File: config.mk
export PLATFORM = sky130hd
export DESIGN_NAME = scfl_div
export DESIGN_NICKNAME = d
export VERILOG_FILES = /design/src/scfl_div.sv
export SDC_FILE = /design/constraint.sdc
export NUM_CORES = 1
export LEC_CHECK = 0
export ABC_AREA = 1
export BUFFER_PORTS_ARGS = -buffer_cell sky130_fd_sc_hd__buf_2
export CORE_AREA = 3 3 40 42
export DETAILED_ROUTE_END_ITERATION = 6
export DIE_AREA = 0 0 43 45
export PLACE_DENSITY = 0.7
export SYNTH_ARGS = -nofsm -noshare
export SYNTH_HDL_FRONTEND = slang
export SYNTH_SLANG_ARGS = --single-unit
File: constraint.sdc
create_clock -name i_clk -period 1 [get_ports i_clk]
set_clock_uncertainty 0.1 [all_clocks]
set_input_delay 0.1 -clock i_clk [delete_from_list [all_inputs] [get_ports i_clk]]
set_output_delay 0.1 -clock i_clk [all_outputs]
set_load 0.05 [all_outputs]
File: src/scfl_div.sv
module scfl_div #(
    parameter int DW      = 16,
    parameter int DIVISOR = 8
) (
    input  logic          i_clk,
    input  logic          i_rst_n,
    input  logic          i_start,
    input  logic [DW-1:0] i_dividend,
    output logic          o_done,
    output logic [DW-1:0] o_quotient
);

    // The quotient is a multiply by the rounded-up reciprocal, which is exact
    // for every DW-bit dividend.
    localparam int SH = DW + $clog2(DIVISOR);
    localparam int MW = DW + 2;
    localparam int PW = DW + MW;
    localparam longint unsigned MUL = ((64'd1 << SH) + 64'(DIVISOR) - 64'd1)
                                      / 64'(DIVISOR);

    logic          r_done;
    logic [DW-1:0] r_q;
    logic [PW-1:0] prod;

    assign prod = PW'(i_dividend) * PW'(MUL);

    always_ff @(posedge i_clk) begin
        if (!i_rst_n) begin
            r_done <= 1'b0;
        end else begin
            r_done <= i_start;
        end
    end

    always_ff @(posedge i_clk) begin
        if (i_start) begin
            r_q <= DW'(prod >> SH);
        end
    end

    assign o_done     = r_done;
    assign o_quotient = r_q;

endmodule

# Word-level counts from Yosys, hierarchy flattened
# Index checks and enable logic that the tools add are counted.
[totals] input_bits=19 elab_cells=2 register_bits=14 output_inout_bits=17

# Longest topological paths before layout
[logic_depth] word_depth=0 ltp_mapped=2 mapped_depth_nobuf=2

# Worst setup path before layout
# No wires, ideal clock.
[synth_path] path_kind="register -> output" from="register r_q[0], in the netlist o_quotient[0]" to="output o_quotient[0]" t_arrival_ps=601 slack_ps=199 path_buffers=0 stages_incl_launch_ff=1 cell_sequence="edfxtp_1"
[synth_lines] item="from (decl)" line="22" source="logic [DW-1:0] r_q;"
[synth_lines] item="from (signal assigned)" line="37" source="r_q <= DW'(prod >> SH);"
[synth_lines] item="to (decl)" line="10" source="output logic [DW-1:0] o_quotient"
# No word-level cell between the ends.

# Worst setup path after layout
[layout_path] from="register r_q[9], in the netlist o_quotient[9]" to="output o_quotient[9]"
# No word-level cell between the ends.

==> impl_metrics.prom <==
# TYPE chip_impl_metric gauge
chip_impl_info{name="status",value="finished with violations"} 1
chip_impl_info{name="failed_checks",value="setup timing"} 1
chip_impl_metric{name="power.leakage",unit="nW"} 0.373
chip_impl_metric{name="finalWorstPathRequiredPeriod",unit="ns"} 1.05
chip_impl_metric{name="floorplan.io_pins",unit=""} 36
chip_impl_metric{name="distinct_cell_type_count_of_the_synthesized_netlist",unit=""} 6
chip_impl_metric{name="multiInputGateArea",unit="um^2"} 15.0
chip_impl_metric{name="fillCellCount",unit=""} 99
chip_impl_metric{name="clock_buffers_created_by_tritoncts",unit=""} 3
chip_impl_metric{name="netlist_area",unit="um^2"} 444
chip_impl_info{name="worst_path_max_delay_cell",value="edfxtp_1"} 1
chip_impl_info{name="min_path_type",value="input pin to register"} 1
chip_impl_metric{name="maximum_number_of_pins_on_one_net_before_global_route_repair",unit=""} 15
chip_impl_metric{name="proportion_of_layout_cells_with_a_drive_suffix_above_1",unit="%"} 50.0
chip_impl_metric{name="dieHeight",unit="um"} 45
chip_impl_metric{name="synthCells",unit=""} 20
chip_impl_metric{name="place.detailed.instances",unit=""} 63
chip_impl_metric{name="nets",unit=""} 86
chip_impl_metric{name="design.die.area",unit="um^2"} 1940
chip_impl_info{name="worst_path_dominant_cell_family",value="flip-flops"} 1
chip_impl_metric{name="crit_arrival",unit="ns"} 0.85
chip_impl_metric{name="fin_ws",unit="ns"} -0.0497
chip_impl_metric{name="fin_hold_ws",unit="ns"} 0.0804
chip_impl_metric{name="clock-sinks",unit=""} 14
chip_impl_metric{name="areaGrowthSynthToFinish",unit="%"} 91.0
chip_impl_metric{name="post_drt_via_cell_ratio",unit=""} 3.98
chip_impl_metric{name="num_rows",unit=""} 13
chip_impl_metric{name="final.period_utilization",unit="%"} 105
chip_impl_metric{name="postSynthAreaPerCell",unit="um^2"} 22.2
chip_impl_metric{name="drc_errors",unit=""} 0
chip_impl_metric{name="final_cell_area",unit="um^2"} 848
chip_impl_info{name="grt_setup_unrepaired",value="yes"} 1
chip_impl_metric{name="clock.fmax",unit="MHz"} 953
chip_impl_metric{name="clock_path_buffers",unit=""} 2
chip_impl_metric{name="htree_levels",unit=""} 1
chip_impl_metric{name="area_occupied_by_registers",unit="um^2"} 412
chip_impl_metric{name="finalHoldViolations",unit=""} 0
chip_impl_metric{name="yosys_warnings",unit=""} 0
chip_impl_metric{name="final_antenna_net_count",unit=""} 0
chip_impl_info{name="main_combinational_cell_family_by_area_after_synthesis",value="buffers and inverters"} 1
chip_impl_info{name="critical_path_class",value="register to output port"} 1
chip_impl_metric{name="antenna_cells_inserted",unit=""} 0
chip_impl_metric{name="synth_sequential_area_ratio",unit="%"} 92.4
chip_impl_metric{name="cts_post_setup_buffers_inserted",unit=""} 0
chip_impl_metric{name="core_area",unit="um^2"} 1280
chip_impl_info{name="startpoint_type",value="register"} 1
chip_impl_metric{name="drt_iter0_markers",unit=""} 0
chip_impl_metric{name="path_buf_inv",unit=""} 1
chip_impl_metric{name="synth-compound-area-share",unit="%"} 0
chip_impl_metric{name="max_stage_delay",unit="ns"} 0.41
chip_impl_metric{name="synthSimpleGateAreaFrac",unit="%"} 0.845
chip_impl_metric{name="placed_cell_area",unit="um^2"} 593
chip_impl_metric{name="detail_route.first_pass.iterations",unit=""} 1
chip_impl_metric{name="clock_transition_at_the_registers_of_the_reported_paths",unit="ns"} 0.08
chip_impl_metric{name="gp_congestion",unit=""} 0.575
chip_impl_metric{name="grt-ovfl-total",unit=""} 0
chip_impl_metric{name="pwr_density_cell",unit="nW/um^2"} 1630
chip_impl_metric{name="max-vdd-ir-drop",unit="V"} 0.00104
chip_impl_metric{name="max_cap_viol_count",unit=""} 0
chip_impl_metric{name="required_arrival_time_at_the_worst_endpoint",unit="ns"} 0.80
chip_impl_metric{name="maxSlewViolCount",unit=""} 0
chip_impl_metric{name="fp.dieW",unit="um"} 43
chip_impl_metric{name="grt_use_total",unit="%"} 11.1
chip_impl_metric{name="power",unit="mW"} 1.38
chip_impl_info{name="cts_tree",value="yes"} 1
chip_impl_metric{name="post_layout_nonfiller_instances",unit=""} 81
chip_impl_metric{name="number_of_global_route_vias_before_repair",unit=""} 329
chip_impl_metric{name="placement.io_buffers",unit=""} 29
chip_impl_metric{name="finalSetupViolations",unit=""} 13
chip_impl_metric{name="max_fo_critical_path",unit=""} 1
chip_impl_metric{name="grt_first_pass_wirelength",unit="mm"} 1.46
chip_impl_metric{name="grt_antenna_before_repair",unit=""} 0
chip_impl_metric{name="tns",unit="ns"} -0.385
chip_impl_metric{name="wl_per_cell",unit="um"} 12.0
chip_impl_metric{name="share_of_the_synthesized_netlist_area_taken_by_xor_and_xnor_gates",unit="%"} 0
chip_impl_metric{name="synth-seq-cells",unit=""} 14
chip_impl_metric{name="num_vias",unit=""} 322
chip_impl_info{name="cells_along_the_critical_path",value="buf_6"} 1
chip_impl_metric{name="yosys.area_share.adder",unit="%"} 0
chip_impl_metric{name="detailed_place_hpwl",unit="um"} 679
chip_impl_info{name="critPathCaptureType",value="output port"} 1
chip_impl_metric{name="starting_density_of_the_core",unit="%"} 34.6
chip_impl_metric{name="muxShareOfSynthArea",unit="%"} 0
chip_impl_info{name="clock-root-buffer",value="clkbuf_4"} 1
chip_impl_metric{name="wl",unit="um"} 972
synthesized netlist by cell type, drive strengths merged:
cell	n	area share, %
edfxtp	13	88
buf	3	5.1
conb	1	0.84
dfxtp	1	4.5
inv	1	0.84
nand2	1	0.84
logic make-up after synthesis:
group,count (synthesis)
buffers and inverters,4
flip-flops,14
AND/OR/NAND/NOR,1
other,1
timing repair:
item | in CTS | in global routing
resized for setup | 27 | 2
hold buffers | 14 | 0
hold endpoints to repair | 14 | 0
endpoints found under the setup margin | 14 | 14
stage by stage:
step           worst slack, ns  utilization, %
2_1_floorplan            0.199               -
3_3_place_gp             0.200            46.2
6_report               -0.0497            66.0
3_5_place_dp             0.178            46.2
5_1_grt                -0.0905            66.0
4_1_cts                -0.0619            65.6
path summary, 6_finish.rpt:
| check | from | end | slack, ns | cells after the start |
|---|---|---|---|---|
| worst max-delay path | o_quotient[9] | o_quotient[9] | -0.05 | 1 |
| worst min-delay path | i_start | o_done | 0.08 | 3 |
sequential cells by signal, summed over array words and instances, names as in the netlist:
| signal | cells |
|---|---|
| o_quotient | 13 |
| o_done | 1 |
placed cells by master (no fill, tap or decap), drive strengths merged:
cell         count
dfxtp            1
dlygate4sd3     14
nand2            1
buf             29
clkbuf           3
edfxtp          13
clkinv           1
conb             3
inv              1
per-layer routing:
layer | track usage (%) | share of wire [%] | vias to the layer above
li1 | - | - | 157
met1 | 11.1 | 36 | 139
met2 | 19.8 | 50 | 26
met3 | 5.98 | 13 | 0
met4 | 3.61 | 0 | 0
met5 | 0 | 0 | -
power by group:
part	internal, mW	switching (mW)
combinational	0.137	0.220
clock	0.144	0.166
sequential	0.690	0.0213
total	0.972	0.408
area by class of cell:
| cell class | count | area share, % |
|---|---|---|
| Clock inverter | 1 | 0.442 |
| Inverter | 1 | 0.442 |
| Sequential cell | 14 | 48.5 |
| Tap cell | 15 | 2.21 |
| Timing Repair Buffer | 43 | 44.0 |
| Clock buffer | 3 | 2.65 |
| Multi-Input combinational cell | 4 | 1.77 |
(Power assumes the default switching activity.)
